--- src/hw/rtl/mpt_pkg.sv ---
// Shared types, constants and tables for the marker pose to map position unit.
// Holds the Q30 angle constants, the divide-by-125 remainder table and the Horner divisors.
// No dependencies.
package mpt_pkg;

    localparam int MAX_MARKERS_DEF = 16;

    localparam int MulW  = 33;
    localparam int ProdW = 66;

    localparam int RtabDiv  = 125;
    localparam int RtabSize = 125;

    localparam logic signed [35:0] PI_Q30      = 36'sd3373259426;
    localparam logic signed [35:0] TWO_PI_Q30  = 36'sd6746518852;
    localparam logic signed [35:0] HALF_PI_Q30 = 36'sd1686629713;
    localparam logic [30:0]        ONE_Q30     = 31'd1073741824;
    localparam logic [13:0]        RECIP_125   = 14'd8389;
    localparam logic signed [13:0] PI_MRAD     = 14'sd3142;
    localparam logic [2:0]         LAST_STEP   = 3'd5;

    typedef logic [RtabSize-1:0][26:0] t_rtab;

    typedef struct packed {
        logic               start;
        logic               cos_sel;
        logic signed [13:0] mrad;
    } t_sin_req;

    typedef struct packed {
        logic done;
        logic found;
    } t_tab_rsp;

    // Entry r holds floor((r * 2^27 + 62) / 125), the fractional part of mrad to Q30.
    function automatic t_rtab f_build_rtab();
        t_rtab tab;
        tab = '0;
        for (int r = 0; r < RtabSize; r++) begin
            tab[r] = 27'((64'(r) * 64'd134217728 + 64'd62) / RtabDiv);
        end
        return tab;
    endfunction

    localparam t_rtab RTAB = f_build_rtab();

    function automatic logic [7:0] f_div(input logic [2:0] step);
        logic [7:0] d;
        case (step)
            3'd0:    d = 8'd156;
            3'd1:    d = 8'd110;
            3'd2:    d = 8'd72;
            3'd3:    d = 8'd42;
            3'd4:    d = 8'd20;
            default: d = 8'd6;
        endcase
        return d;
    endfunction

    // Floor of 2^32 divided by the matching divisor.
    function automatic logic [31:0] f_recip(input logic [2:0] step);
        logic [31:0] m;
        case (step)
            3'd0:    m = 32'd27531841;
            3'd1:    m = 32'd39045157;
            3'd2:    m = 32'd59652323;
            3'd3:    m = 32'd102261126;
            3'd4:    m = 32'd214748364;
            default: m = 32'd715827882;
        endcase
        return m;
    endfunction

endpackage

--- src/hw/rtl/mpt_mul.sv ---
// Shared signed 33 by 33 multiplier with a registered product.
// Depends on mpt_pkg.
module mpt_mul (
    input  logic                              i_clk,
    input  logic signed [mpt_pkg::MulW-1:0]   i_a,
    input  logic signed [mpt_pkg::MulW-1:0]   i_b,
    output logic signed [mpt_pkg::ProdW-1:0]  o_p
);
    import mpt_pkg::*;

    logic signed [ProdW-1:0] r_p;

    always_ff @(posedge i_clk) begin
        r_p <= ProdW'(i_a) * ProdW'(i_b);
    end

    assign o_p = r_p;

endmodule

--- config.mk ---
export PLATFORM = sky130hd
export DESIGN_NAME = mpt_mul
export DESIGN_NICKNAME = d
export VERILOG_FILES = /design/src/hw/rtl/mpt_pkg.sv /design/src/hw/rtl/mpt_mul.sv
export SDC_FILE = /design/constraint.sdc
export NUM_CORES = 2
export LEC_CHECK = 0
export ABC_AREA = 1
export BUFFER_PORTS_ARGS = -buffer_cell sky130_fd_sc_hd__buf_2
export CELL_PAD_IN_SITES_DETAIL_PLACEMENT = 0
export CELL_PAD_IN_SITES_GLOBAL_PLACEMENT = 1
export CORE_MARGIN = 1.5
export CORE_UTILIZATION = 50
export DETAILED_ROUTE_END_ITERATION = 16
export GPL_TIMING_DRIVEN = 0
export PLACE_DENSITY = 0.95
export SETUP_SLACK_MARGIN = 0.02
export SLEW_MARGIN = 10
export SYNTH_ARGS = -nofsm -noshare
export SYNTH_HDL_FRONTEND = slang
export SYNTH_SLANG_ARGS = --single-unit
export TNS_END_PERCENT = 10
--- constraint.sdc ---
create_clock -name i_clk -period 10.7 [get_ports i_clk]
set_input_delay 1.07 -clock i_clk [delete_from_list [all_inputs] [get_ports i_clk]]
set_output_delay 1.07 -clock i_clk [all_outputs]
set_load 0.02 [all_outputs]
# Word-level counts from Yosys, hierarchy flattened
# Index checks and enable logic that the tools add are counted.
[word_totals] reg_bits=66 in_bits=67 output_inout_bits=66 wordCells=2
[op_classes] mul=1
[op_table] operator="33-bit by 33-bit multiplier with 66-bit output" n=1

# Logic depth before layout (Yosys ltp)
[depth] depth_word=1 ltp_mapped=34 mapped_depth_nobuf=32

# Worst setup path before layout
# OpenSTA, ideal clock, no wires.
[synth_timing] path_kind="input port to flip-flop" from="in i_a[32] (netlist name)" to="reg r_p[60] (netlist: o_p[60])" setup_ns=0.113 arrival_ns=7.713 t_required_ns=10.587 path_slack_ns=2.874 cell_stages=23 n_path_buf=2 path_cell_list="clkbuf_1 clkbuf_1 nand2_1 inv_1 fa_1 fa_1 fa_1 fa_1 inv_1 fa_1 fa_1 fa_1 fa_1 inv_1 ha_1 nand2_1 nor2_1 inv_1 nor3_1 nand2_1 and2_0 nand4_1 nand2_1"
[synth_via] elab_chain_cells=1
[synth_lines] element="from (decl)" line_no="mpt_mul.sv:5" text="input logic signed [mpt_pkg::MulW-1:0] i_a,"
[synth_lines] element="33-bit by 33-bit multiplier with 66-bit output" line_no="mpt_mul.sv:14" text="r_p <= ProdW'(i_a) * ProdW'(i_b);"
[synth_lines] element="to (signal assigned)" line_no="mpt_mul.sv:14"
[synth_lines] element="to (decl)" line_no="mpt_mul.sv:11" text="logic signed [ProdW-1:0] r_p;"
# Every way passes these cells.

# Worst setup path in the final report
[layout_timing] from="in i_b[11] (netlist name)" to="reg r_p[63] (netlist: o_p[63])"
[layout_via] elab_chain_cells=1
[layout_lines] element="from (decl)" line_no="mpt_mul.sv:6" text="input logic signed [mpt_pkg::MulW-1:0] i_b,"
[layout_lines] element="33-bit by 33-bit multiplier with 66-bit output" line_no="mpt_mul.sv:14"
# Every way passes these cells.

==> results_dict.tcl <==
set metrics [dict create \
    drive_above_1_share_pct 2.72 \
    status "finished, final reports clean" \
    drv_cap 0 \
    end_kind "register" \
    grt_busiest_layer "met2" \
    crit_type "in2reg" \
    grt.overflow.total 0 \
    fp.coreArea_um2 85400 \
    syn2layout_area_growth_pct 4.93 \
    fin_crit_sh_pct 90.7 \
    crit_chain "clkbuf_1, clkbuf_1, nand2_1, fa_1, fa_1, fa_1, inv_1, fa_1, fa_1, fa_1, fa_1, inv_1, fa_1, inv_1, ha_1, nand2_1, nor2_2, nand2_1, nor4_1, nand2_1, nand3_1, nand2_1" \
    nNetsFinal 7051 \
    hold_class "in2reg" \
    cp-start-kind "input pin" \
    synth_common_cells "inv_1 (1894), nand2_1 (1517), fa_1 (1145)" \
    crit_fanout 10 \
    drc 0 \
    die_w_um 297 \
    grt_util_all_layers_pct 39.9 \
    relSlewSlack_pct 8.42 \
    met3_usage_pct 10.8 \
    slew_viol_final 0 \
    required_ps 10920 \
    synth_edf_count 0 \
    synth_top_flop_cell "dfxtp_1" \
    std_cell_rows 107 \
    syn_inst 5543 \
    initial_core_util_pct 50.5 \
    grt_use_met2_pct 62.0 \
    fmax_ghz 0.103 \
    die_h_um 297 \
    slowest_delay_ps 1020 \
    netlist_area_um2 43200 \
    clock-sinks 66 \
    synthDistinctLibCells 35 \
    finalHoldViolCount 0 \
    async_reset_ff_share_pct 0 \
    grt_pass1_wl_mm 250 \
    clockBufferDepth 2 \
    routed_wl_mm 171 \
    io_pins 133 \
    rsz0062_at_grt "no" \
    grtUsageMet1_pct 48.4 \
    ys_seq_area_share_pct 3.06 \
    syn-num-nets 6972 \
    wl_per_cell_um 25.3 \
    grt_max_degree 28 \
    arrival_ps 9930 \
    htreeDepth 3 \
    grt_pass1_vias 38200 \
    critPathMostFrequentCell "fa_1" \
    worstMarginPinSlew_ps 1370 \
    via_per_inst 5.30 \
    cts_tree "built" \
    numCtsBuffers 9 \
    hold_ws_ps 1350 \
    place_hpwl_mm 144 \
    synth.largest_area_cell "fa_1" \
    gp_congestion 1.06 \
    synthTopCellsByArea "fa_1 (53%), inv_1 (16%), nand2_1 (13%)" \
    path_clk_slew_ps 50 \
    synthMostInstantiatedCell "inv_1" \
    dieArea_um2 88100 \
    tns_ps 0 \
    synth_top_area_share_pct 53.1 \
    dp_cells 6755 \
    min_period_ps 9700 \
    antenna_left 0 \
    antenna_found_initial 9 \
    finalSetupViolCount 0 \
    finalNonFillerCells 6774 \
    largest_reg_flops 66 \
    slowest_stage "clkbuf_1" \
    avgSynthCellArea_um2 7.79 \
    hold_buffers 0 \
    ys_seq_elements 66 \
    firstDrtPassIters 6 \
    drt_iter0_markers 3838 \
    cts-resized-gates 0 \
    cts_setup_buffers 0 \
    cts-root-buf "clkbuf_16" \
    vias 35900 \
    io_buffer_count 67 \
    yosysWarnings 0 \
]
## final timing paths
path	start	endpoint	slack (ps)	depth (start not counted)
hold / removal	i_a[0]	o_p[0]	1350	3
setup / recovery	i_b[11]	o_p[63]	1000	22
## cells in the final DEF (no fill, tap or decap), drive strengths merged
cell and instances:
a21boi 1, a21o 2, a21oi 65, and2 3
buf 69, bufinv 2, clkbuf 272, clkinv 1
clkinvlp 2, dfxtp 66, diode 3, fa 1145
ha 217, inv 1896, nand2 1534, nand3 78
nand3b 3, nand4 19, nor2 154, nor3 8
nor4 5, o21a 1, o21ai 23, o21bai 14
or2 6, xnor2 4, xor2 37
## cell type report
type	count	area [µm²]
fill	8597	40100
multi-input combinational	3319	33800
inverter	1895	7110
tap	1144	1430
sequential	66	1320
buffer	263	995
timing repair buffer	68	350
clock buffer	10	239
clock inverter	6	88.8
antenna	3	7.51
## routing by layer
layer | share of wire [%] | up-vias
met5 | 0.016 | -
met4 | 8.8 | 4
met3 | 12 | 608
met2 | 44 | 2162
met1 | 35 | 18000
li1 | - | 15100
## worst max-delay path, delay by kind of cell
family        cells  cell delay (ps)
fa+ha+maj         9             5040
buf+inv           5             2350
simple gates      8             1440
## stage by stage
stage	util, %	instance area [µm²]	setup slack, ps
after CTS	53.0	45300	960
after global placement	52.6	44900	727
after floorplan	-	43200	2870
final	53.0	45300	997
after detailed placement	52.6	45000	622
after global routing	53.0	45300	746
## cells by family (layout without fill, tap and decap cells)
logic type	count (synthesis)	count (layout)	share of synthesized area [%]
compound gates	106	106	1.38
xor+xnor	41	41	0.832
fa+ha+maj	1362	1362	59.4
buf+inv	2158	2242	18.8
flops	66	66	3.06
other cells	0	3	0
simple gates	1810	1810	16.6
Power is left out: the tool's default activity adds up to more than one toggle a clock period on the data nets, which glitch-free logic cannot reach.
