## config.mk

```make
export PLATFORM = sky130hd
export DESIGN_NAME = mpt_table
export DESIGN_NICKNAME = d
export VERILOG_FILES = /design/src/hw/rtl/mpt_pkg.sv /design/src/hw/rtl/mpt_table.sv
export SDC_FILE = /design/constraint.sdc
export NUM_CORES = 2
export LEC_CHECK = 0
export BUFFER_PORTS_ARGS = -buffer_cell sky130_fd_sc_hd__buf_2
export CAP_MARGIN = 20
export CORE_ASPECT_RATIO = 1.1
export CORE_UTILIZATION = 56
export CTS_BUF_LIST = sky130_fd_sc_hd__clkbuf_8 sky130_fd_sc_hd__clkbuf_16
export CTS_CLUSTER_DIAMETER = 80
export DETAILED_ROUTE_END_ITERATION = 10
export PLACE_DENSITY = 0.82
export SYNTH_ARGS = -nofsm -noshare
export SYNTH_HDL_FRONTEND = slang
export SYNTH_SLANG_ARGS = --single-unit
```

## constraint.sdc

```tcl
create_clock -name i_clk -period 7.1 [get_ports i_clk]
set_clock_uncertainty 0.1 [all_clocks]
set_input_delay 1.42 -clock i_clk [delete_from_list [all_inputs] [get_ports i_clk]]
set_output_delay 1.42 -clock i_clk [all_outputs]
set_load 0.02 [all_outputs]
```

## src/hw/rtl/mpt_pkg.sv

```systemverilog
// Shared types, constants and tables for the marker pose to map position unit.
// Holds the Q30 angle constants, the divide-by-125 remainder table and the Horner divisors.
// No dependencies.
package mpt_pkg;

    localparam int MAX_MARKERS_DEF = 16;

    localparam int MulW  = 33;
    localparam int ProdW = 66;

    localparam int RtabDiv  = 125;
    localparam int RtabSize = 125;

    localparam logic signed [35:0] PI_Q30      = 36'sd3373259426;
    localparam logic signed [35:0] TWO_PI_Q30  = 36'sd6746518852;
    localparam logic signed [35:0] HALF_PI_Q30 = 36'sd1686629713;
    localparam logic [30:0]        ONE_Q30     = 31'd1073741824;
    localparam logic [13:0]        RECIP_125   = 14'd8389;
    localparam logic signed [13:0] PI_MRAD     = 14'sd3142;
    localparam logic [2:0]         LAST_STEP   = 3'd5;

    typedef logic [RtabSize-1:0][26:0] t_rtab;

    typedef struct packed {
        logic               start;
        logic               cos_sel;
        logic signed [13:0] mrad;
    } t_sin_req;

    typedef struct packed {
        logic done;
        logic found;
    } t_tab_rsp;

    // Entry r holds floor((r * 2^27 + 62) / 125), the fractional part of mrad to Q30.
    function automatic t_rtab f_build_rtab();
        t_rtab tab;
        tab = '0;
        for (int r = 0; r < RtabSize; r++) begin
            tab[r] = 27'((64'(r) * 64'd134217728 + 64'd62) / RtabDiv);
        end
        return tab;
    endfunction

    localparam t_rtab RTAB = f_build_rtab();

    function automatic logic [7:0] f_div(input logic [2:0] step);
        logic [7:0] d;
        case (step)
            3'd0:    d = 8'd156;
            3'd1:    d = 8'd110;
            3'd2:    d = 8'd72;
            3'd3:    d = 8'd42;
            3'd4:    d = 8'd20;
            default: d = 8'd6;
        endcase
        return d;
    endfunction

    // Floor of 2^32 divided by the matching divisor.
    function automatic logic [31:0] f_recip(input logic [2:0] step);
        logic [31:0] m;
        case (step)
            3'd0:    m = 32'd27531841;
            3'd1:    m = 32'd39045157;
            3'd2:    m = 32'd59652323;
            3'd3:    m = 32'd102261126;
            3'd4:    m = 32'd214748364;
            default: m = 32'd715827882;
        endcase
        return m;
    endfunction

endpackage

```

## src/hw/rtl/mpt_table.sv

```systemverilog
// Marker table memory with append on load and a sequential id search.
// Depends on mpt_pkg.
module mpt_table #(
    parameter int MAX_MARKERS = mpt_pkg::MAX_MARKERS_DEF
) (
    input  logic                    i_clk,
    input  logic                    i_rst_n,
    input  logic                    i_wr,
    input  logic [9:0]              i_wr_id,
    input  logic signed [31:0]      i_wr_x,
    input  logic signed [31:0]      i_wr_y,
    input  logic signed [31:0]      i_wr_z,
    input  logic signed [13:0]      i_wr_rot,
    input  logic                    i_start,
    input  logic [9:0]              i_key,
    output mpt_pkg::t_tab_rsp       o_rsp,
    output logic signed [31:0]      o_x,
    output logic signed [31:0]      o_y,
    output logic signed [31:0]      o_z,
    output logic signed [13:0]      o_rot
);
    import mpt_pkg::*;

    localparam int IdxW = (MAX_MARKERS > 1) ? $clog2(MAX_MARKERS) : 1;
    localparam int CntW = $clog2(MAX_MARKERS + 1);

    localparam logic [1:0] T_IDLE = 2'd0;
    localparam logic [1:0] T_RD   = 2'd1;
    localparam logic [1:0] T_CMP  = 2'd2;

    logic [9:0]         mem_id  [MAX_MARKERS];
    logic signed [31:0] mem_x   [MAX_MARKERS];
    logic signed [31:0] mem_y   [MAX_MARKERS];
    logic signed [31:0] mem_z   [MAX_MARKERS];
    logic signed [13:0] mem_rot [MAX_MARKERS];

    logic [1:0]         r_state;
    logic [CntW-1:0]    r_count;
    logic [CntW-1:0]    r_idx;
    logic [9:0]         r_key;
    logic [9:0]         r_rd_id;
    logic signed [31:0] r_rd_x;
    logic signed [31:0] r_rd_y;
    logic signed [31:0] r_rd_z;
    logic signed [13:0] r_rd_rot;
    t_tab_rsp           r_rsp;
    logic               wr_ok;

    assign wr_ok = i_wr && (r_count != CntW'(MAX_MARKERS));

    always_ff @(posedge i_clk) begin
        if (wr_ok) begin
            mem_id[r_count[IdxW-1:0]]  <= i_wr_id;
            mem_x[r_count[IdxW-1:0]]   <= i_wr_x;
            mem_y[r_count[IdxW-1:0]]   <= i_wr_y;
            mem_z[r_count[IdxW-1:0]]   <= i_wr_z;
            mem_rot[r_count[IdxW-1:0]] <= i_wr_rot;
        end
        if (r_state == T_RD) begin
            r_rd_id  <= mem_id[r_idx[IdxW-1:0]];
            r_rd_x   <= mem_x[r_idx[IdxW-1:0]];
            r_rd_y   <= mem_y[r_idx[IdxW-1:0]];
            r_rd_z   <= mem_z[r_idx[IdxW-1:0]];
            r_rd_rot <= mem_rot[r_idx[IdxW-1:0]];
        end
    end

    always_ff @(posedge i_clk) begin
        if (!i_rst_n) begin
            r_state <= T_IDLE;
            r_count <= '0;
            r_idx   <= '0;
            r_rsp   <= '0;
        end else begin
            if (wr_ok) begin
                r_count <= r_count + CntW'(1);
            end
            case (r_state)
                T_IDLE: begin
                    r_rsp.done  <= i_start && (r_count == '0);
                    r_rsp.found <= 1'b0;
                    if (i_start) begin
                        r_key <= i_key;
                        r_idx <= '0;
                        if (r_count != '0) begin
                            r_state <= T_RD;
                        end
                    end
                end
                T_RD: begin
                    r_rsp   <= '0;
                    r_state <= T_CMP;
                end
                T_CMP: begin
                    r_rsp.found <= (r_rd_id == r_key);
                    r_rsp.done  <= (r_rd_id == r_key) || ((r_idx + CntW'(1)) == r_count);
                    if (r_rd_id == r_key) begin
                        r_state <= T_IDLE;
                    end else if ((r_idx + CntW'(1)) == r_count) begin
                        r_state <= T_IDLE;
                    end else begin
                        r_idx   <= r_idx + CntW'(1);
                        r_state <= T_RD;
                    end
                end
                default: begin
                    r_rsp   <= '0;
                    r_state <= T_IDLE;
                end
            endcase
        end
    end

    assign o_rsp = r_rsp;
    assign o_x   = r_rd_x;
    assign o_y   = r_rd_y;
    assign o_z   = r_rd_z;
    assign o_rot = r_rd_rot;

endmodule

```

* Word-level counts from Yosys, hierarchy flattened
Memory sizes are Yosys's and may differ from the RTL's. A register that Yosys moved wholly into a read port is not among the register bits.
Index checks and enable logic that the tools add are counted.
** Storage, ports and cells
- Bits in registers :: 24
- Memory bits (writable) :: 1920
- Output and inout port bits :: 112
- Word-level logic and storage cells :: 44
- Memories :: 5
** Memory list
- mem_x :: words 16, bits a word 32, read ports 1, clocked after memory_dff 1, wr ports 1, line mpt_table.sv:32 : logic signed [31:0] mem_x [MAX_MARKERS];
- mem_y :: words 16, bits a word 32, read ports 1, clocked after memory_dff 1, wr ports 1, line mpt_table.sv:33 : logic signed [31:0] mem_y [MAX_MARKERS];
- mem_z :: words 16, bits a word 32, read ports 1, clocked after memory_dff 1, wr ports 1, line mpt_table.sv:34 : logic signed [31:0] mem_z [MAX_MARKERS];
- mem_rot :: words 16, bits a word 14, read ports 1, clocked after memory_dff 1, wr ports 1, line mpt_table.sv:35 : logic signed [13:0] mem_rot [MAX_MARKERS];
- mem_id :: words 16, bits a word 10, read ports 1, clocked after memory_dff 1, wr ports 1, line mpt_table.sv:31 : logic [9:0] mem_id [MAX_MARKERS];
** Operators by class
- Add/subtract/negate cells :: 2
- Equal/unequal tests :: 9
- Multiplexer cells :: 12
- Reduce and logical (&&, ||, !) cells :: 10
** Operators with widths (count)
- two-way mux 5 bit :: 3
- adder 5 x 1 -> 5 bit (second input constant) :: 2
- equality test 10 bit :: 1
- case mux 5 bit (2 select lines) :: 1
- inequality test 2 bit (second input constant) :: 4
- case mux 2 bit (3 select lines) :: 1
- equality test 5 bit :: 1
- zero test 5 bit :: 1
- inequality test 5 bit (second input constant) :: 1
- nonzero test 5 bit :: 1
- two-way mux 1 bit :: 4
- two-way mux 2 bit :: 2
- case mux 2 bit (2 select lines) :: 1
- AND reduction 4 bit :: 1
- AND reduction 3 bit :: 1
- equality test 2 x 1 -> 1 bit (second input constant) :: 1
- equality test 2 bit (second input constant) :: 1
- logical AND 1 bit :: 2
- zero test 2 bit :: 1
- AND reduction 2 bit :: 1
- nonzero test 2 bit :: 1
- logical OR 1 bit :: 1

* Longest topological paths before layout
- Depth after elaboration :: 5
- Gate-level depth with buffers :: 8
- Depth with buffers taken out :: 6

* Worst setup path after synthesis
Ideal clock, no wire load.
- Path type :: input port to flip-flop
- From :: input port i_wr
- To :: memory mem_id[15][0] (enable)
- Setup time :: 603 ps
- Data arrival time :: 6837 ps
- Data required time :: 6397 ps
- Path slack :: -440 ps
- Stages on the path :: 3
- Path buffers :: 1
- Cell sequence :: clkbuf_1 nand2_1 nor2_1
** On the way
- Word-level cells in the longest chain between the ends :: 3
** Ends and longest elaborated chain
- from (decl) :: line mpt_table.sv:8 : input logic i_wr,
- logical AND 1 bit :: line mpt_table.sv:49 : assign wr_ok = i_wr && (r_count != CntW'(MAX_MARKERS));
- two-way mux 1 bit :: line mpt_table.sv:52 : if (wr_ok) begin
- two-way mux 1 bit (implied by the code) :: line mpt_table.sv:53 : mem_id[r_count[IdxW-1:0]] <= i_wr_id;
- to (decl) :: line mpt_table.sv:31
No other way between the ends.

==> out/results.tsv <==
metric	value	unit
multi-input logic area	15400	um2
cts hold-fix bufs	0	
GPL Wtd Cong	0.764	
clock slew at reported path FFs	0.06	ns
remaining antenna violation count	0	
Synth Instances	3821	
gr usage total	0.254	
Clk network pwr share	0.403	
Fmax achieved	283	MHz
Cell Rows	143	
# H-tree levels	4	
Post-DP HPWL	85500	um
sequential share of the synthesized area	0.791	
CTS Sinks	2064	
io pins	246	
CP Launch Type	register	
PwrDens	276	nW/um2
Register Area	61900	um2
routed vias	39313	
post-route minimum period	3.53	ns
Async SR Flop Fraction	0	
maximum VDD drop	0.227	mV
final period utilization	0.497	
die width	358	um
non-filler cells, final	6097	
Sw Share	0.204	
Least-Margin Pin Slew	1.13	ns
P_int	19.2	mW
Syn. warnings	0	
clock latency on the worst-skew pair	0.83	ns
Seq pwr share	0.566	
CP required	7.55	ns
Hold Path Class	reg -> reg	
Final WS setup	3.57	ns
number of global-route vias before repair	39824	
Critical Path Fanout Max	55	
Die Ht	394	um
Design Power	24.1	mW
area grow syn2layout	11.9	%
Post-Syn Nets	3960	
CTS Buffer Depth	3	
DR WL/cell	29.2	um
pin count of the biggest net entering global routing	139	
CP Data Arrival Time	3.98	ns
maxcap violations	0	
Post-Syn Area	78200	um2
Mapped Avg Cell Area	20.5	um2
IO Port Bufs	245	
first-pass GRT wire length	261000	um
Starting Density	0.565	
grt total ovfl	0	
routed vias/inst	6.45	
Setup Fix Bufs, Post-CTS	0	
CTS tree	built	
Seq cells post-synth	2064	
antenna violations before repair	39	
total routed wirelength	178000	um
Lkg Pwr	27.1	nW
net switching power	4.92	mW
status	completed	
Hold Fails Final Rpt	0	
1st-pass router iterations	6	
Num CTS Buffers	188	
die area	141000	um2
Post-synth top flop	edfxtp_1	
Post-synth EDFFs	2050	
Netlist cell types	45	
core area	138000	um2
Slew Limit Fails	0	
CP Capture Type	register	
Post-Place Worst Slack	2.89	ns
final setup fails	0	
Final nets	4255	
Combinational Power Share	0.031	
relative slew slack	0.244	
initial DRC count	4865	
WS Path Type	reg -> reg	
fill count	8877	
Remaining DRCs	0	
layout cell share with drive strength beyond 1	0.224	
placed cell count	5737	
cts repair resizes	0	
root buffer cell	clkbuf_16	
RSZ-0062 raised after global routing	no	
[critical path, stage by stage, from the launching register on]
cell and delay, ns:
dfxtp_4 0.78, and2_4 0.95, buf_4 0.70, a221oi_1 0.25, a22oi_1 0.32, nand2_1 0.09
[synthesized netlist by cell type, types with 17 or more instances]
cell      instances  share of area
edfxtp_1       2050           0.79
a21oi_1         120         0.0077
a221oi_1        120          0.013
o21ai_0         226          0.014
xnor2_1          18         0.0020
mux2_2          120          0.017
clkbuf_1        109         0.0052
a22oi_1         120          0.012
mux4_2          240          0.069
nor2_1           17        0.00082
nand2_1         136         0.0065
mux2i_1         360          0.046
buf_2            55         0.0035
buf_4            29         0.0028
[area by class of cell]
| cell class | count | share of cell area |
|---|---|---|
| flip-flops and latches | 2064 | 0.707 |
| multi-input cells | 1547 | 0.176 |
| clock buffers | 191 | 0.0546 |
| well taps | 1812 | 0.0259 |
| repair buffers | 310 | 0.0220 |
| clock inverters | 149 | 0.0131 |
| diodes | 19 | 0.000544 |
| inverters | 5 | 0.000215 |
[sequential cells by signal, indices dropped and copies added (netlist names)]
| name | cells |
|---|---|
| mem_x | 512 |
| mem_y | 512 |
| mem_z | 512 |
| mem_rot | 224 |
| mem_id | 160 |
| o_x | 32 |
| o_y | 32 |
| o_z | 32 |
| o_rot | 14 |
| r_key | 10 |
| r_rd_id | 10 |
| r_count | 5 |
| r_idx | 5 |
| o_rsp | 2 |
| r_state | 2 |
[power by group through the flow]
stage	sequential [mW]	combinational [mW]	clock, mW
finish	13.7	0.738	9.72
global route	13.7	0.786	10.3
CTS	13.7	0.739	9.80
detailed placement	13.9	0.731	0
global placement	13.9	0.707	0
floorplan	13.9	0.362	0
[path summary, 6_finish.rpt]
kind                                start                      end  slack, ns  depth (start not counted)
setup reg to reg    r_idx[1]$_SDFFE_PN0P_     r_rd_id[9]$_DFFE_PN_       3.57                          5
hold / removal    r_state[0]$_SDFFE_PN0P_  r_state[1]$_SDFFE_PN0P_       0.42                          1
hold reg to reg   r_state[0]$_SDFFE_PN0P_  r_state[1]$_SDFFE_PN0P_       0.42                          1
setup / recovery    r_idx[1]$_SDFFE_PN0P_     r_rd_id[9]$_DFFE_PN_       3.57                          5
[per-layer routing]
| metal | vias up | track usage | share of wire |
|---|---|---|---|
| met3 | 382 | 0.0448 | 0.090 |
| met4 | 34 | 0.0897 | 0.032 |
| li1 | 16407 | - | - |
| met1 | 20280 | 0.345 | 0.37 |
| met2 | 2210 | 0.417 | 0.50 |
| met5 | - | 0 | 0.0010 |
[logic make-up (layout without fill, tap and decap cells)]
kind of cell             Yosys count  after routing  share of synthesized area
flip-flops                      2064           2064                      0.791
multiplexers                     721            721                      0.133
AO/OA/AOI/OAI                    612            612                     0.0494
buffers and inverters            210            655                     0.0134
AND/OR/NAND/NOR                  186            186                    0.00999
XOR/XNOR                          23             23                    0.00267
adder cells (fa/ha/maj)            5              5                   0.000800
other                              0             19                          0
[metrics by stage]
step / hold WS, ns / util / TNS [ns] / cell area [um2]
after floorplan: 0.382 / - / -276.12 / 78200
after global placement: 0.390 / 0.589 / 0 / 81500
after detailed placement: 0.403 / 0.589 / 0 / 81500
after CTS: 0.419 / 0.632 / 0 / 87400
after global routing: 0.435 / 0.632 / 0 / 87400
final: 0.421 / 0.632 / 0 / 87500
[placed cells by master (no fill, tap or decap), types with 14 or more instances in the layout]
| cell | n |
|---|---|
| nand2_1 | 135 |
| inv_1 | 47 |
| edfxtp_1 | 2050 |
| o21ai_1 | 14 |
| mux4_2 | 240 |
| o21ai_0 | 226 |
| buf_4 | 48 |
| mux2i_1 | 360 |
| clkinv_2 | 26 |
| clkbuf_16 | 191 |
| a221oi_1 | 120 |
| buf_2 | 245 |
| a22oi_1 | 120 |
| mux2_2 | 120 |
| buf_12 | 17 |
| diode_2 | 19 |
| a21oi_1 | 120 |
| clkinv_1 | 41 |
| xnor2_1 | 18 |
Power figures use the tool's default switching activity.
