==> src/hw/rtl/mpt_pkg.sv <==
// Shared types, constants and tables for the marker pose to map position unit.
// Holds the Q30 angle constants, the divide-by-125 remainder table and the Horner divisors.
// No dependencies.
package mpt_pkg;

    localparam int MAX_MARKERS_DEF = 16;

    localparam int MulW  = 33;
    localparam int ProdW = 66;

    localparam int RtabDiv  = 125;
    localparam int RtabSize = 125;

    localparam logic signed [35:0] PI_Q30      = 36'sd3373259426;
    localparam logic signed [35:0] TWO_PI_Q30  = 36'sd6746518852;
    localparam logic signed [35:0] HALF_PI_Q30 = 36'sd1686629713;
    localparam logic [30:0]        ONE_Q30     = 31'd1073741824;
    localparam logic [13:0]        RECIP_125   = 14'd8389;
    localparam logic signed [13:0] PI_MRAD     = 14'sd3142;
    localparam logic [2:0]         LAST_STEP   = 3'd5;

    typedef logic [RtabSize-1:0][26:0] t_rtab;

    typedef struct packed {
        logic               start;
        logic               cos_sel;
        logic signed [13:0] mrad;
    } t_sin_req;

    typedef struct packed {
        logic done;
        logic found;
    } t_tab_rsp;

    // Entry r holds floor((r * 2^27 + 62) / 125), the fractional part of mrad to Q30.
    function automatic t_rtab f_build_rtab();
        t_rtab tab;
        tab = '0;
        for (int r = 0; r < RtabSize; r++) begin
            tab[r] = 27'((64'(r) * 64'd134217728 + 64'd62) / RtabDiv);
        end
        return tab;
    endfunction

    localparam t_rtab RTAB = f_build_rtab();

    function automatic logic [7:0] f_div(input logic [2:0] step);
        logic [7:0] d;
        case (step)
            3'd0:    d = 8'd156;
            3'd1:    d = 8'd110;
            3'd2:    d = 8'd72;
            3'd3:    d = 8'd42;
            3'd4:    d = 8'd20;
            default: d = 8'd6;
        endcase
        return d;
    endfunction

    // Floor of 2^32 divided by the matching divisor.
    function automatic logic [31:0] f_recip(input logic [2:0] step);
        logic [31:0] m;
        case (step)
            3'd0:    m = 32'd27531841;
            3'd1:    m = 32'd39045157;
            3'd2:    m = 32'd59652323;
            3'd3:    m = 32'd102261126;
            3'd4:    m = 32'd214748364;
            default: m = 32'd715827882;
        endcase
        return m;
    endfunction

endpackage

==> src/hw/rtl/mpt_sine.sv <==
// Sequenced sine and cosine of a milliradian angle in Q1.15 on the shared multiplier.
// Depends on mpt_pkg; the multiplier lives in the top level.
module mpt_sine (
    input  logic                              i_clk,
    input  logic                              i_rst_n,
    input  mpt_pkg::t_sin_req                 i_req,
    output logic                              o_done,
    output logic signed [15:0]                o_val,
    output logic signed [mpt_pkg::MulW-1:0]   o_mul_a,
    output logic signed [mpt_pkg::MulW-1:0]   o_mul_b,
    input  logic signed [mpt_pkg::ProdW-1:0]  i_mul_p
);
    import mpt_pkg::*;

    localparam logic [3:0] S_IDLE = 4'd0;
    localparam logic [3:0] S_K    = 4'd1;
    localparam logic [3:0] S_KW   = 4'd2;
    localparam logic [3:0] S_RED  = 4'd3;
    localparam logic [3:0] S_FOLD = 4'd4;
    localparam logic [3:0] S_ABS  = 4'd5;
    localparam logic [3:0] S_X2   = 4'd6;
    localparam logic [3:0] S_X2W  = 4'd7;
    localparam logic [3:0] S_P    = 4'd8;
    localparam logic [3:0] S_Q    = 4'd9;
    localparam logic [3:0] S_QW   = 4'd10;
    localparam logic [3:0] S_V    = 4'd11;
    localparam logic [3:0] S_VW   = 4'd12;

    logic [3:0]         r_state;
    logic               r_cos;
    logic               r_neg;
    logic [13:0]        r_mag;
    logic signed [35:0] r_th;
    logic               r_sneg;
    logic [30:0]        r_x;
    logic [31:0]        r_x2;
    logic [30:0]        r_t;
    logic [31:0]        r_p;
    logic [2:0]         r_i;
    logic               r_done;
    logic signed [15:0] r_val;

    logic [6:0]         k;
    logic [13:0]        rem125;
    logic [33:0]        q_mag;
    logic signed [35:0] th_pos;
    logic signed [35:0] th0;
    logic [31:0]        p30;
    logic [29:0]        q0;
    logic [7:0]         dsel;
    logic [37:0]        q0d;
    logic [32:0]        rem_d;
    logic [30:0]        qq;
    logic [30:0]        t_new;
    logic [30:0]        v;
    logic [16:0]        rnd;
    logic [14:0]        mag15;
    logic signed [15:0] val;

    assign k      = i_mul_p[26:20];
    assign rem125 = r_mag - 14'(k) * 14'd125;
    assign q_mag  = {k, 27'b0} + 34'(RTAB[rem125[6:0]]);
    assign th_pos = $signed({2'b00, q_mag});
    assign th0    = (r_neg ? -th_pos : th_pos) + (r_cos ? HALF_PI_Q30 : 36'sd0);

    assign p30   = i_mul_p[61:30];
    assign q0    = i_mul_p[61:32];
    assign dsel  = f_div(r_i);
    assign q0d   = 38'(q0) * 38'(dsel);
    assign rem_d = {1'b0, r_p} - q0d[32:0];
    assign qq    = 31'(q0) + 31'(rem_d >= 33'(dsel));
    assign t_new = ONE_Q30 - qq;

    assign v     = i_mul_p[60:30];
    assign rnd   = 17'((32'(v) + 32'd16384) >> 15);
    assign mag15 = (rnd > 17'd32767) ? 15'h7fff : rnd[14:0];
    assign val   = r_sneg ? -$signed({1'b0, mag15}) : $signed({1'b0, mag15});

    always_comb begin
        o_mul_a = '0;
        o_mul_b = '0;
        case (r_state)
            S_K: begin
                o_mul_a = $signed(33'(r_mag));
                o_mul_b = $signed(33'(RECIP_125));
            end
            S_X2: begin
                o_mul_a = $signed({2'b00, r_x});
                o_mul_b = $signed({2'b00, r_x});
            end
            S_P: begin
                o_mul_a = $signed({1'b0, r_x2});
                o_mul_b = $signed({2'b00, r_t});
            end
            S_Q: begin
                o_mul_a = $signed({1'b0, p30});
                o_mul_b = $signed({1'b0, f_recip(r_i)});
            end
            S_V: begin
                o_mul_a = $signed({2'b00, r_x});
                o_mul_b = $signed({2'b00, r_t});
            end
            default: begin
                o_mul_a = '0;
                o_mul_b = '0;
            end
        endcase
    end

    always_ff @(posedge i_clk) begin
        if (!i_rst_n) begin
            r_state <= S_IDLE;
            r_done  <= 1'b0;
        end else begin
            r_done <= (r_state == S_VW);
            case (r_state)
                S_IDLE: begin
                    if (i_req.start) begin
                        r_cos   <= i_req.cos_sel;
                        r_neg   <= i_req.mrad[13];
                        r_mag   <= i_req.mrad[13] ? 14'(-i_req.mrad) : 14'(i_req.mrad);
                        r_state <= S_K;
                    end
                end
                S_K: begin
                    r_state <= S_KW;
                end
                S_KW: begin
                    r_th    <= th0;
                    r_state <= S_RED;
                end
                S_RED: begin
                    if (r_th > PI_Q30) begin
                        r_th <= r_th - TWO_PI_Q30;
                    end else if (r_th < -PI_Q30) begin
                        r_th <= r_th + TWO_PI_Q30;
                    end else begin
                        r_state <= S_FOLD;
                    end
                end
                S_FOLD: begin
                    if (r_th > HALF_PI_Q30) begin
                        r_th <= PI_Q30 - r_th;
                    end else if (r_th < -HALF_PI_Q30) begin
                        r_th <= -PI_Q30 - r_th;
                    end
                    r_state <= S_ABS;
                end
                S_ABS: begin
                    r_sneg  <= r_th[35];
                    r_x     <= r_th[35] ? 31'(-r_th) : 31'(r_th);
                    r_state <= S_X2;
                end
                S_X2: begin
                    r_state <= S_X2W;
                end
                S_X2W: begin
                    r_x2    <= p30;
                    r_t     <= ONE_Q30;
                    r_i     <= '0;
                    r_state <= S_P;
                end
                S_P: begin
                    r_state <= S_Q;
                end
                S_Q: begin
                    r_p     <= p30;
                    r_state <= S_QW;
                end
                S_QW: begin
                    r_t <= t_new;
                    r_i <= r_i + 3'd1;
                    if (r_i == LAST_STEP) begin
                        r_state <= S_V;
                    end else begin
                        r_state <= S_P;
                    end
                end
                S_V: begin
                    r_state <= S_VW;
                end
                S_VW: begin
                    r_val   <= val;
                    r_state <= S_IDLE;
                end
                default: begin
                    r_state <= S_IDLE;
                end
            endcase
        end
    end

    assign o_done = r_done;
    assign o_val  = r_val;

endmodule

==> config.mk <==
export PLATFORM = sky130hd
export DESIGN_NAME = mpt_sine
export DESIGN_NICKNAME = d
export VERILOG_FILES = /design/src/hw/rtl/mpt_pkg.sv /design/src/hw/rtl/mpt_sine.sv
export SDC_FILE = /design/constraint.sdc
export NUM_CORES = 1
export LEC_CHECK = 0
export BUFFER_PORTS_ARGS = -buffer_cell sky130_fd_sc_hd__clkbuf_2
export CORE_UTILIZATION = 65
export CTS_BUF_LIST = sky130_fd_sc_hd__clkbuf_16
export DETAILED_ROUTE_END_ITERATION = 7
export PLACE_DENSITY_LB_ADDON = 0.3
export SYNTH_ARGS = -nofsm -noshare
export SYNTH_HDL_FRONTEND = slang
export SYNTH_SLANG_ARGS = --single-unit
==> constraint.sdc <==
create_clock -name i_clk -period 35.2 [get_ports i_clk]
set_input_delay 10.56 -clock i_clk [delete_from_list [all_inputs] [get_ports i_clk]]
set_output_delay 10.56 -clock i_clk [all_outputs]
set_load 0.02 [all_outputs]
== Word level (Yosys, flattened, before mapping) ==
Memory sizes are Yosys's and may differ from the RTL's.
Cells that the tools add are included.

* Memory bits (read-only): 3456
* Flip-flop bits (word level): 203
* Bits of input ports: 84
* Memories kept: 1
* Logic and storage cells: 100
* Output and inout port bits: 83

* Add/subtract/negate cells: 16
* Reductions and logical operators: 14
* Magnitude comparators: 7
* Mux-type cells: 23
* Equal/unequal tests: 22
* Multipliers: 2

{| class="wikitable"
|+ Memories
! name !! depth !! bits a word !! read ports !! clocked after memory_dff !! wr ports !! line !! RTL
|-
| (no name shown) || 128 || 27 || 1 || 0 || 0 || mpt_sine.sv:62 || <nowiki>assign q_mag = {k, 27'b0} + 34'(RTAB[rem125[6:0]]);</nowiki>
|}

{| class="wikitable"
|+ Operators with widths
! cell !! number
|-
| 36-bit two-way mux || 5
|-
| 30-bit one-hot mux with 5 select lines || 1
|-
| 32-bit one-hot mux with 4 select lines || 1
|-
| 31-bit one-hot mux with 4 select lines || 1
|-
| 36-bit one-hot mux with 3 select lines || 1
|-
| 33-bit by 36-bit subtractor with 36-bit output, first input constant || 2
|-
| 31-bit two-way mux || 2
|-
| 31-bit one-hot mux with 2 select lines || 1
|-
| 4-bit one-hot mux with 12 select lines || 1
|-
| 8-bit one-hot mux with 5 select lines || 1
|-
| 36-bit by 32-bit adder with 36-bit output || 1
|-
| 36-bit by 34-bit adder with 36-bit output, second input constant || 1
|-
| 36-bit by 32-bit greater-than comparator with 1-bit output, second input constant || 1
|-
| 36-bit by 33-bit greater-than comparator with 1-bit output, second input constant || 1
|-
| 36-bit by 32-bit < comparator with 1-bit output, second input constant || 1
|-
| 36-bit by 33-bit < comparator with 1-bit output, second input constant || 1
|-
| 34-bit negator with 36-bit output || 1
|-
| 36-bit by 34-bit subtractor with 36-bit output, second input constant || 1
|-
| 34-bit by 27-bit adder with 34-bit output || 1
|-
| 33-bit by 8-bit >= comparator with 1-bit output || 1
|-
| 30-bit by 8-bit multiplier with 33-bit output || 1
|-
| 32-bit by 33-bit subtractor with 33-bit output || 1
|-
| 31-bit by 15-bit adder with 32-bit output, second input constant || 1
|-
| 30-bit by 1-bit adder with 31-bit output || 1
|-
| 32 further kinds || 54
|}

== Longest topological paths before layout ==
Gate-level depths: netlist of the first run.

* Depth in word-level cells: 9
* Depth in mapped cells: 53
* Gate-level depth less buffers: 52

== Worst setup path after synthesis of the first run ==
No wires, ideal clock.

* Path kind: input port to output port
* From: in i_mul_p[44] (netlist name)
* To: out o_mul_a[14] (netlist name)
* Stages on the path: 3
* Buffers on the path: 1
* Arrival time: 11.182 ns
* Path slack: 13.458 ns
* Required time: 24.640 ns
* Cells stage by stage: clkbuf_1 > a222oi_1 > inv_1

* Longest elaborated chain between the ends: 1

{| class="wikitable"
|+ RTL lines
! what !! line !! RTL
|-
| from (decl) || mpt_sine.sv:11 || <nowiki>input logic signed [mpt_pkg::ProdW-1:0] i_mul_p</nowiki>
|-
| 32-bit one-hot mux with 4 select lines || mpt_sine.sv:82 || <nowiki>case (r_state)</nowiki>
|-
| to (decl) || mpt_sine.sv:9 || <nowiki>output logic signed [mpt_pkg::MulW-1:0] o_mul_a,</nowiki>
|}

No other way between the ends.

== Worst setup path in the final report of the first run ==
* From: in i_mul_p[47] (netlist name)
* To: out o_mul_a[17] (netlist name)

The elaborated chain is that of the path after synthesis.

==> results.txt, run 1 <==
- Initial Util: 0.661
- Shortest period the worst path allows: approximately 22 ns
- The tree is rooted in a sky130_fd_sc_hd__clkbuf_16.
- For this run, design rule violations remaining after detail routing come to 12.
* Path class of the lowest-slack min-delay path: reg -> reg
- Across the VDD grid, the largest voltage drop is 0.0753 mV.
- The via count of the first global-routing pass is 26972.
- The filler cells instantiated in the layout total ~3400.
- Across the run, the number of max-cap violations was 0.
* Sequential area share after synthesis: 0.211
- Crit end category: primary output
- In this run, placement finished with an instance count of approximately 4000.
- Total vias in the final route: 27875
- Clock tree sinks: ~200
- Setup total negative slack on the finished layout was measured at 0 ns.
* Highest Clock Rate: about 45 MHz
* Antenna cells: 0
- Dividing the detail-routed wire length by the instance count gives between 20 and 25 um.
- Number of instances resized during post-cts repair: 0
- Cell Pwr Density: about 76 nW/um2
* Final-report max-slew violation count: 0
- Along the worst path, the maximum fanout reaches 11.
- Total wire length: 94000 um
* Part of the cycle the worst path needs: 0.633
- Total leakage power: ~13 nW
- Placement Setup Slack: 12.84 ns
- Detailed router's first-iteration violation count: between 3000 and 4000
- Post-CTS setup buffer count: 0
- At the pin with the least slew margin, the transition time is 1.22 ns.
- Of the cells placed in the final design, the portion with a size suffix greater than 1 is 0.0906.
- The number of hold-slack violations in the final timing report is 0.
- Number of hold buffers added after cts: 0
* Share of synthesized registers carrying an async set or reset: 0
- Synthesis inferred between 200 and 250 register bits.
- The die covers approximately 45000 um2.
- Post-synth EDFFs: ~200
- Number of buffers added by the clock tree synthesis step: 24
- Finished Layout Cells: about 4100
- The number of different library cells used by synthesis comes to 110.
- After layout, the worst setup slack is ~13 ns.
- H-Tree Level Count: 1
- Number of antenna violations at the first check in global routing: 1
- Clock latency on the worst-skew pair, taken at its later pin, is 0.56 ns.
- Compared with the post-synthesis result, the final layout area differs by 5.99%.
- Headroom to the max-slew limit came out at 0.184.
- Data arrives at the worst endpoint at 11.73 ns.
- Clock-pin slew on the worst setup and hold paths: about 0.07 ns
- TritonCTS clock tree: done
* Number of detailed-route iterations in the first pass: 8
- In the routed layout, each cell is associated on average with a via count of 6.88.
* Cell row count: 76
- Final Setup Violations: 0
* Die span in x: 212 um
- Critical Path Source Type: input port
- The run finished, with violations left.
- Between clock sinks in the finished design, the worst skew comes to between 0.03 and 0.04 ns.
* Largest net degree at the start of global routing: 60
- For this run, the number of Yosys warnings is 0.
* Final worst hold slack: 0.636 ns
- The cell count after synthesis came out at approximately 3400.
- The core region is 43300 um2.
* I/O pin total: about 170
- Worst EP required: between 20 and 25 ns
- The final reports fail on design-rule violations.
- Syn Std Cell Area: around 29000 um2
- In the final design database the tool counted a little under 4000 nets.
- Final ANT Viol Nets: 0
- Input and output buffers added on the ports amount to between 100 and 150.
- Hpwl dp: ~70000 um
* Worst Path Class, Setup: in -> out
- Summed over all layers, the global routing overflow is 0.
* Avg Inst Size Synth: about 8.3 um2
* Chip Height: 212 um
- Placer Congestion: between 0.9 and 1
- Setup repair after global routing left no endpoint under its margin.
- Aggregate global-route resource usage: 0.415
- Deepest clock path buffer count: 3
- The first global-routing pass estimated 146000 um of wire.
* Synth Flop Type: sky130_fd_sc_hd__edfxtp_1
==> cell usage in the layout, fill, tap and decap left out, types with 13 or more instances in the layout <==
| cell type | count |
|---|---|
| sky130_fd_sc_hd__a211o_1 | 24 |
| sky130_fd_sc_hd__a211oi_1 | 27 |
| sky130_fd_sc_hd__a21o_1 | 55 |
| sky130_fd_sc_hd__a21oi_1 | 182 |
| sky130_fd_sc_hd__a221o_1 | 23 |
| sky130_fd_sc_hd__a221oi_1 | 14 |
| sky130_fd_sc_hd__a222oi_1 | 32 |
| sky130_fd_sc_hd__a22oi_1 | 40 |
| sky130_fd_sc_hd__a31oi_1 | 45 |
| sky130_fd_sc_hd__and2_1 | 50 |
| sky130_fd_sc_hd__and3_1 | 25 |
| sky130_fd_sc_hd__buf_4 | 49 |
| sky130_fd_sc_hd__clkbuf_16 | 24 |
| sky130_fd_sc_hd__clkbuf_2 | 136 |
| sky130_fd_sc_hd__edfxtp_1 | 198 |
| sky130_fd_sc_hd__fa_1 | 167 |
| sky130_fd_sc_hd__ha_1 | 214 |
| sky130_fd_sc_hd__inv_1 | 341 |
| sky130_fd_sc_hd__mux2i_1 | 30 |
| sky130_fd_sc_hd__nand2_1 | 313 |
| sky130_fd_sc_hd__nand2b_1 | 30 |
| sky130_fd_sc_hd__nand3_1 | 84 |
| sky130_fd_sc_hd__nand4_1 | 35 |
| sky130_fd_sc_hd__nor2_1 | 302 |
| sky130_fd_sc_hd__nor2b_1 | 36 |
| sky130_fd_sc_hd__nor3_1 | 82 |
| sky130_fd_sc_hd__nor4_1 | 20 |
| sky130_fd_sc_hd__o211ai_1 | 28 |
| sky130_fd_sc_hd__o21a_1 | 15 |
| sky130_fd_sc_hd__o21ai_0 | 176 |
| sky130_fd_sc_hd__o21bai_1 | 23 |
| sky130_fd_sc_hd__o221ai_1 | 15 |
| sky130_fd_sc_hd__o311ai_0 | 13 |
| sky130_fd_sc_hd__o31ai_1 | 29 |
| sky130_fd_sc_hd__or2_2 | 24 |
| sky130_fd_sc_hd__or3_1 | 36 |
| sky130_fd_sc_hd__xnor2_1 | 164 |
| sky130_fd_sc_hd__xor2_1 | 74 |
==> path summary, 6_finish.rpt <==
check | startpoint | end | slack (ns) | depth (start not counted)
setup reg to reg | r_i[0]$_SDFFCE_PN0P_ | r_t[29]$_SDFFCE_PN0P_ | 22.15 | 49
hold / removal | r_th[0]$_DFFE_PP_ | r_x[0]$_DFFE_PP_ | 0.64 | 0
setup / recovery | i_mul_p[47] | o_mul_a[17] | 12.91 | 4
hold reg to reg | r_th[0]$_DFFE_PP_ | r_x[0]$_DFFE_PP_ | 0.64 | 0
==> synthesized netlist by cell type, types with 24 or more instances <==
| master | instances | area, um2 |
|---|---|---|
| sky130_fd_sc_hd__inv_1 | 338 | 1270 |
| sky130_fd_sc_hd__and2_1 | 50 | 313 |
| sky130_fd_sc_hd__o21ai_0 | 177 | 886 |
| sky130_fd_sc_hd__buf_2 | 48 | 240 |
| sky130_fd_sc_hd__xor2_1 | 75 | 657 |
| sky130_fd_sc_hd__a21o_1 | 55 | 413 |
| sky130_fd_sc_hd__nand2_1 | 313 | 1170 |
| sky130_fd_sc_hd__nand3_1 | 85 | 425 |
| sky130_fd_sc_hd__clkbuf_1 | 124 | 465 |
| sky130_fd_sc_hd__edfxtp_1 | 198 | 5950 |
| sky130_fd_sc_hd__nor2_1 | 307 | 1150 |
| sky130_fd_sc_hd__or3_1 | 36 | 225 |
| sky130_fd_sc_hd__a31oi_1 | 45 | 282 |
| sky130_fd_sc_hd__xnor2_1 | 164 | 1440 |
| sky130_fd_sc_hd__nand2b_1 | 30 | 188 |
| sky130_fd_sc_hd__nor2b_1 | 36 | 225 |
| sky130_fd_sc_hd__ha_1 | 214 | 2680 |
| sky130_fd_sc_hd__o211ai_1 | 28 | 210 |
| sky130_fd_sc_hd__a211oi_1 | 27 | 203 |
| sky130_fd_sc_hd__nand4_1 | 35 | 219 |
| sky130_fd_sc_hd__and3_1 | 25 | 156 |
| sky130_fd_sc_hd__fa_1 | 167 | 3340 |
| sky130_fd_sc_hd__a211o_1 | 24 | 210 |
| sky130_fd_sc_hd__nor3_1 | 84 | 420 |
| sky130_fd_sc_hd__or2_2 | 24 | 150 |
| sky130_fd_sc_hd__a21oi_1 | 183 | 916 |
| sky130_fd_sc_hd__a22oi_1 | 40 | 300 |
| sky130_fd_sc_hd__a222oi_1 | 32 | 320 |
| sky130_fd_sc_hd__o31ai_1 | 30 | 225 |
| sky130_fd_sc_hd__mux2i_1 | 30 | 300 |
==> registers in the layout, indices dropped and copies added, names as in the netlist <==
| signal | count |
|---|---|
| o_done | 1 |
| r_x2 | 32 |
| r_i | 3 |
| r_x | 31 |
| r_neg | 1 |
| r_mag | 14 |
| r_state | 4 |
| r_cos | 1 |
| r_t | 31 |
| o_val | 16 |
| r_sneg | 1 |
| r_th | 36 |
| r_p | 32 |
==> layer usage <==
| metal | up-vias | share of wire | track usage |
|---|---|---|---|
| met5 | - | 0.00012 | 0 |
| li1 | 12343 | - | - |
| met4 | 2 | 0.067 | 0.250 |
| met1 | 13303 | 0.37 | 0.509 |
| met2 | 1802 | 0.46 | 0.686 |
| met3 | 425 | 0.11 | 0.0717 |
==> critical path: stages <==
cell,delay [ns]
sky130_fd_sc_hd__clkbuf_2,0.22
sky130_fd_sc_hd__a222oi_1,0.67
sky130_fd_sc_hd__inv_1,0.09
sky130_fd_sc_hd__clkbuf_2,0.18
==> final cells by class <==
type	instances	area [um2]	area share
clock inverter	18	125	0.00412
sequential	203	6050	0.199
inverter	348	1310	0.0431
tap	585	732	0.0241
timing repair buffer	185	1050	0.0346
clock buffer	24	601	0.0198
multi-input combinational	2687	20500	0.675
==> stage by stage <==
step            util  instance area [um2]  total power, mW
2_1_floorplan      -                28600             1.59
3_3_place_gp   0.684                29600             1.94
3_5_place_dp   0.684                29600             1.99
4_1_cts        0.701                30300             2.23
5_1_grt        0.701                30300             2.43
6_report       0.701                30300             2.29
==> where the power goes <==
group	switching (mW)	internal, mW
Combinational	1.07	0.636
Clock	0.105	0.131
Sequential	0.0468	0.310
Total	1.22	1.08
==> logic make-up after synthesis <==
kind of cell,share of synthesized area
AO/OA/AOI/OAI,0.223
XOR/XNOR,0.0748
adder cells (fa/ha/maj),0.210
buffers and inverters,0.0772
flip-flops,0.211
multiplexers,0.0191
other,0.000131
AND/OR/NAND/NOR,0.184
Power figures use the tool's default switching activity.
==> run 2: changes to the inputs <==
--- a/config.mk
+++ b/config.mk
@@ -5,8 +5,9 @@
 export SDC_FILE = /design/constraint.sdc
 export NUM_CORES = 1
 export LEC_CHECK = 0
+export ABC_AREA = 1
 export BUFFER_PORTS_ARGS = -buffer_cell sky130_fd_sc_hd__clkbuf_2
-export CORE_UTILIZATION = 65
+export CORE_UTILIZATION = 64
 export CTS_BUF_LIST = sky130_fd_sc_hd__clkbuf_16
 export DETAILED_ROUTE_END_ITERATION = 7
 export PLACE_DENSITY_LB_ADDON = 0.3
==> constraint.sdc (replaced) <==
create_clock -name i_clk -period 23 [get_ports i_clk]
set_input_delay 6.9 -clock i_clk [delete_from_list [all_inputs] [get_ports i_clk]]
set_output_delay 6.9 -clock i_clk [all_outputs]
set_load 0.02 [all_outputs]
==> results.txt, run 2 <==
- The setup total negative slack was 0 ns (unchanged).
* Maximum fanout encountered on the critical timing path: 10 (was 11)
- The y dimension of the die is 216 um (was 212 um).
- Yosys top cell area share: 0.203 (was 0.208)
* Die Area: 46700 um2 (was 44900 um2)
* Clock-pin slew on the worst setup and hold paths: 0.06 ns (was 0.07 ns)
- The average cell area after synthesis was 6.79 um2 (was 8.32 um2).
- Cells on Worst Hold Path: 2 (was 0)
* Die span in x: 216 um (was 212 um)
- The mean number of vias per cell was 5.91 (was 6.88).
- The most common cell type on the critical path is sky130_fd_sc_hd__nand2_1 (was sky130_fd_sc_hd__clkbuf_2).
* Syn Std Cell Area: 29300 um2 (was 28600 um2)
* Worst hold path startpoint: r_state[2]$_SDFFE_PN0P_ (was r_th[0]$_DFFE_PP_)
* Clock Root Buffer: sky130_fd_sc_hd__clkbuf_16 (unchanged)
* Top reg by flops: r_th (unchanged)
- Number of detailed-route iterations in the first pass: 7 (was 8)
- Clock skew: 0.0309 ns (was 0.0382 ns)
- Final-report max-slew violation count: 0 (unchanged)
* Final number of hold-violating endpoints: 0 (unchanged)
- The cell count of the worst reg-to-reg path is 51 (was 49).
- Critical path's largest stage delay: 0.56 ns (was 0.67 ns)
- Number of library cell types mapped by synthesis: 67 (was 110)
* Commonest cells in the synthesized netlist: 1091 x sky130_fd_sc_hd__nand2_1, 676 x sky130_fd_sc_hd__inv_1, 480 x sky130_fd_sc_hd__nand3_1 (was 338 x sky130_fd_sc_hd__inv_1, 313 x sky130_fd_sc_hd__nand2_1, 307 x sky130_fd_sc_hd__nor2_1)
- The sequential element share of the synthesized area is 0.206 (was 0.211).
- The via count of the first global-routing pass came to 27900 (was 26972).
- The cts-stage hold buffer count came to 0 (unchanged).
- The layout net count is 4836 (was 3914).
- The async set-or-reset flop fraction in the synthesized netlist was 0 (unchanged).
- The total power divided by cell area came to 89.3 nW/um2 (was 75.6 nW/um2).
- Based on the critical path, the design can be clocked at up to about 64 MHz.
- The count of max-cap constraint violations came to 0 (unchanged).
- The number of CTS-inserted buffers came to 24 (unchanged).
* Initial Util: 0.648 (was 0.661)
- Dominant cells by area after synthesis: sky130_fd_sc_hd__edfxtp_1 20%, sky130_fd_sc_hd__nand2_1 14%, sky130_fd_sc_hd__fa_1 11% (was sky130_fd_sc_hd__edfxtp_1 21%, sky130_fd_sc_hd__fa_1 12%, sky130_fd_sc_hd__ha_1 9.4%)
- DRC: 0 (was 12)
- Slew of the pin with the lowest slew margin: 1.06 ns (was 1.22 ns)
* Setup repair after global routing missed its margin: false (unchanged)
* GR Overflow Total: 0 (unchanged)
* Largest regs: r_th: 36 flops, r_p: 32 flops, r_x2: 32 flops (unchanged)
- The most common library cell in the layout ignoring fill and taps is sky130_fd_sc_hd__nand2_1 (was sky130_fd_sc_hd__inv_1).
- End of the worst hold path: o_done$_SDFF_PN0_ (was r_x[0]$_DFFE_PP_)
- The H-tree level count is 1 (unchanged).
* Critical R2R Launch: r_i[2]$_SDFFCE_PN0P_ (was r_i[0]$_SDFFCE_PN0P_)
- The number of sinks handled by clock tree synthesis was 203 (unchanged).
- The data required time of the critical path is 23.29 ns (was 24.64 ns).
- Max FFs per register: 36 (unchanged)
- Placer Congestion: 0.975 (was 0.991)
- Highest-count cells in the layout ignoring fill and taps: 1091 x sky130_fd_sc_hd__nand2_1, 677 x sky130_fd_sc_hd__inv_1, 480 x sky130_fd_sc_hd__nand3_1 (was 341 x sky130_fd_sc_hd__inv_1, 313 x sky130_fd_sc_hd__nand2_1, 302 x sky130_fd_sc_hd__nor2_1).
- Aggregate global-route resource usage: 0.377 (was 0.415)
- The buffers inserted during post-CTS setup optimization was 0 (unchanged).
- Layout overhead on the synthesized area: 6.40% (was 5.99%)
* Post-DR wirelength/cell: 17.9 um (was 23.2 um)
- Number of antenna violations at the first check in global routing: 0 (was 1)
* Cell row count: 78 (was 76)
- Number of synthesis warnings: 0 (unchanged)
* Final Setup Violations: 0 (unchanged)
- Path class of the lowest-slack min-delay path: reg -> reg (unchanged)
- The clock insertion delay at the later pin of the skew report is 0.55 ns (was 0.56 ns).
* Total leakage power: 15.4 nW (was 12.9 nW)
- The routed wire length is 89200 um (was 94000 um).
- Number of instances resized during post-cts repair: 0 (unchanged)
* Post-layout total power: 2.79 mW (was 2.29 mW)
* Detailed router's first-iteration violation count: 3280 (was 3239)
- Fraction of layout cells with a size suffix above 1: 0.0732 (was 0.0906)
- First-pass GRT wire length: 142000 um (was 146000 um)
* Reg-to-Reg End: r_t[30]$_SDFFCE_PN1P_ (was r_t[29]$_SDFFCE_PN0P_)
* Final ANT Viol Nets: 0 (unchanged)
* Register-to-Register Setup Slack: 10.87 ns (was 22.15 ns)
- TritonCTS clock tree: done (unchanged)
* Largest vdd supply drop: 0.0867 mV (was 0.0753 mV)
- Shortest period the worst path allows: between 15 and 20 ns
- Part of the cycle the worst path needs: 0.681
- Crit end category: flip-flop (was primary output)
- The count of antenna diodes in the layout is 0 (unchanged).
* Flop and latch count out of synthesis: 203 (unchanged)
- The highest-delay cell along the critical path is sky130_fd_sc_hd__fa_1 (was sky130_fd_sc_hd__a222oi_1).
- Instance count of the mapped netlist: 4321 (was 3440)
- Post-synth EDFFs: 198 (unchanged)
- The largest net degree at the start of global routing came to 87 (was 60).
* Hpwl dp: 69100 um (was 69600 um)
- Total vias in the final route: 29486 (was 27875)
* Cell type contributing the most total cell area after synthesis: sky130_fd_sc_hd__edfxtp_1 (unchanged)
- The count of input and output buffers came to 136 (unchanged).
- Critical Path Source Type: input port (unchanged)
* Most frequent cell after synthesis: sky130_fd_sc_hd__nand2_1 (was sky130_fd_sc_hd__inv_1)
- Worst Path Class, Setup: in -> reg (was in -> out)
- The core area came to 45300 um2 (was 43300 um2).
* Result of the run: finished, final reports clean (was complete, but fails checks)
* I/O pin total: 167 (unchanged)
- Deepest clock path buffer count: 3 (unchanged)
- Synth Flop Type: sky130_fd_sc_hd__edfxtp_1 (unchanged)
- Relative max-transition margin: 0.294 (was 0.184)
* Arrival time of data at the critical path endpoint: 15.95 ns (was 11.73 ns)
==> run 2: cell type report <==
| class | count | area (um2) |
|---|---|---|
| timing repair buffer | 170 | 936 |
| clock inverter | 18 | 205 |
| sequential | 203 | 6050 |
| clock buffer | 25 | 626 |
| inverter | 695 | 2610 |
| multi-input combinational | 3277 | 20000 |
| tap | 600 | 751 |
| fill | 4018 | 14100 |
==> run 2: per-stage QoR <==
| step | hold WS (ns) | utilization | setup WS (ns) | cells | area (um2) |
|---|---|---|---|---|---|
| CTS | 0.580 | 0.689 | 7.47 | 4988 | 31200 |
| floorplan | 0.424 | - | 8.63 | 4323 | 29300 |
| global route | 0.617 | 0.689 | 6.60 | 4988 | 31200 |
| finish | 0.587 | 0.689 | 7.34 | 4988 | 31200 |
| detailed placement | 0.551 | 0.671 | 6.94 | 4945 | 30400 |
| global placement | 0.553 | 0.671 | 7.04 | 4945 | 30400 |
==> run 2: worst max-delay path, delay by kind of cell <==
family / cells / cell delay (ns)
AO/OA/AOI/OAI: 16 / 3.71
XOR/XNOR: 1 / 0.20
adder cells (fa/ha/maj): 7 / 2.78
buffers and inverters: 7 / 0.67
AND/OR/NAND/NOR: 14 / 1.66
==> run 2: kinds of logic (layout without fill, tap and decap cells) <==
family	Yosys count	after routing	share of synthesized area
AND/OR/NAND/NOR	2185	2185	0.320
buffers and inverters	843	908	0.114
AO/OA/AOI/OAI	565	565	0.112
adder cells (fa/ha/maj)	381	381	0.205
flip-flops	203	203	0.206
XOR/XNOR	141	141	0.0421
multiplexers	2	2	0.000683
other	1	3	0.000128
==> run 2: power breakdown <==
part / leakage (nW) / switching, mW / internal (mW)
clock network: 0.410 / 0.169 / 0.243
registers: 1.84 / 0.0335 / 0.451
logic: 13.1 / 1.27 / 0.619
total: 15.4 / 1.47 / 1.31
==> run 2: how the worst max path moves through the flow <==
stage | endpoint | slack, ns | cells past startpoint | startpoint
global route | r_t[30]$_SDFFCE_PN1P_ | 6.60 | 46 | i_mul_p[35]
floorplan | o_mul_a[20] | 8.63 | 2 | i_mul_p[50]
detailed placement | r_t[30]$_SDFFCE_PN1P_ | 6.94 | 45 | i_mul_p[35]
global placement | r_t[30]$_SDFFCE_PN1P_ | 7.04 | 45 | i_mul_p[35]
CTS | r_t[30]$_SDFFCE_PN1P_ | 7.47 | 45 | i_mul_p[35]
finish | r_t[30]$_SDFFCE_PN1P_ | 7.34 | 45 | i_mul_p[35]
==> run 2: routing by layer <==
metal,global-route usage,wire length (um),vias up
met5,0,0,-
met4,0.171,4080,0
met3,0.0451,8070,244
met2,0.637,42100,1522
met1,0.484,35000,13588
li1,-,-,14132
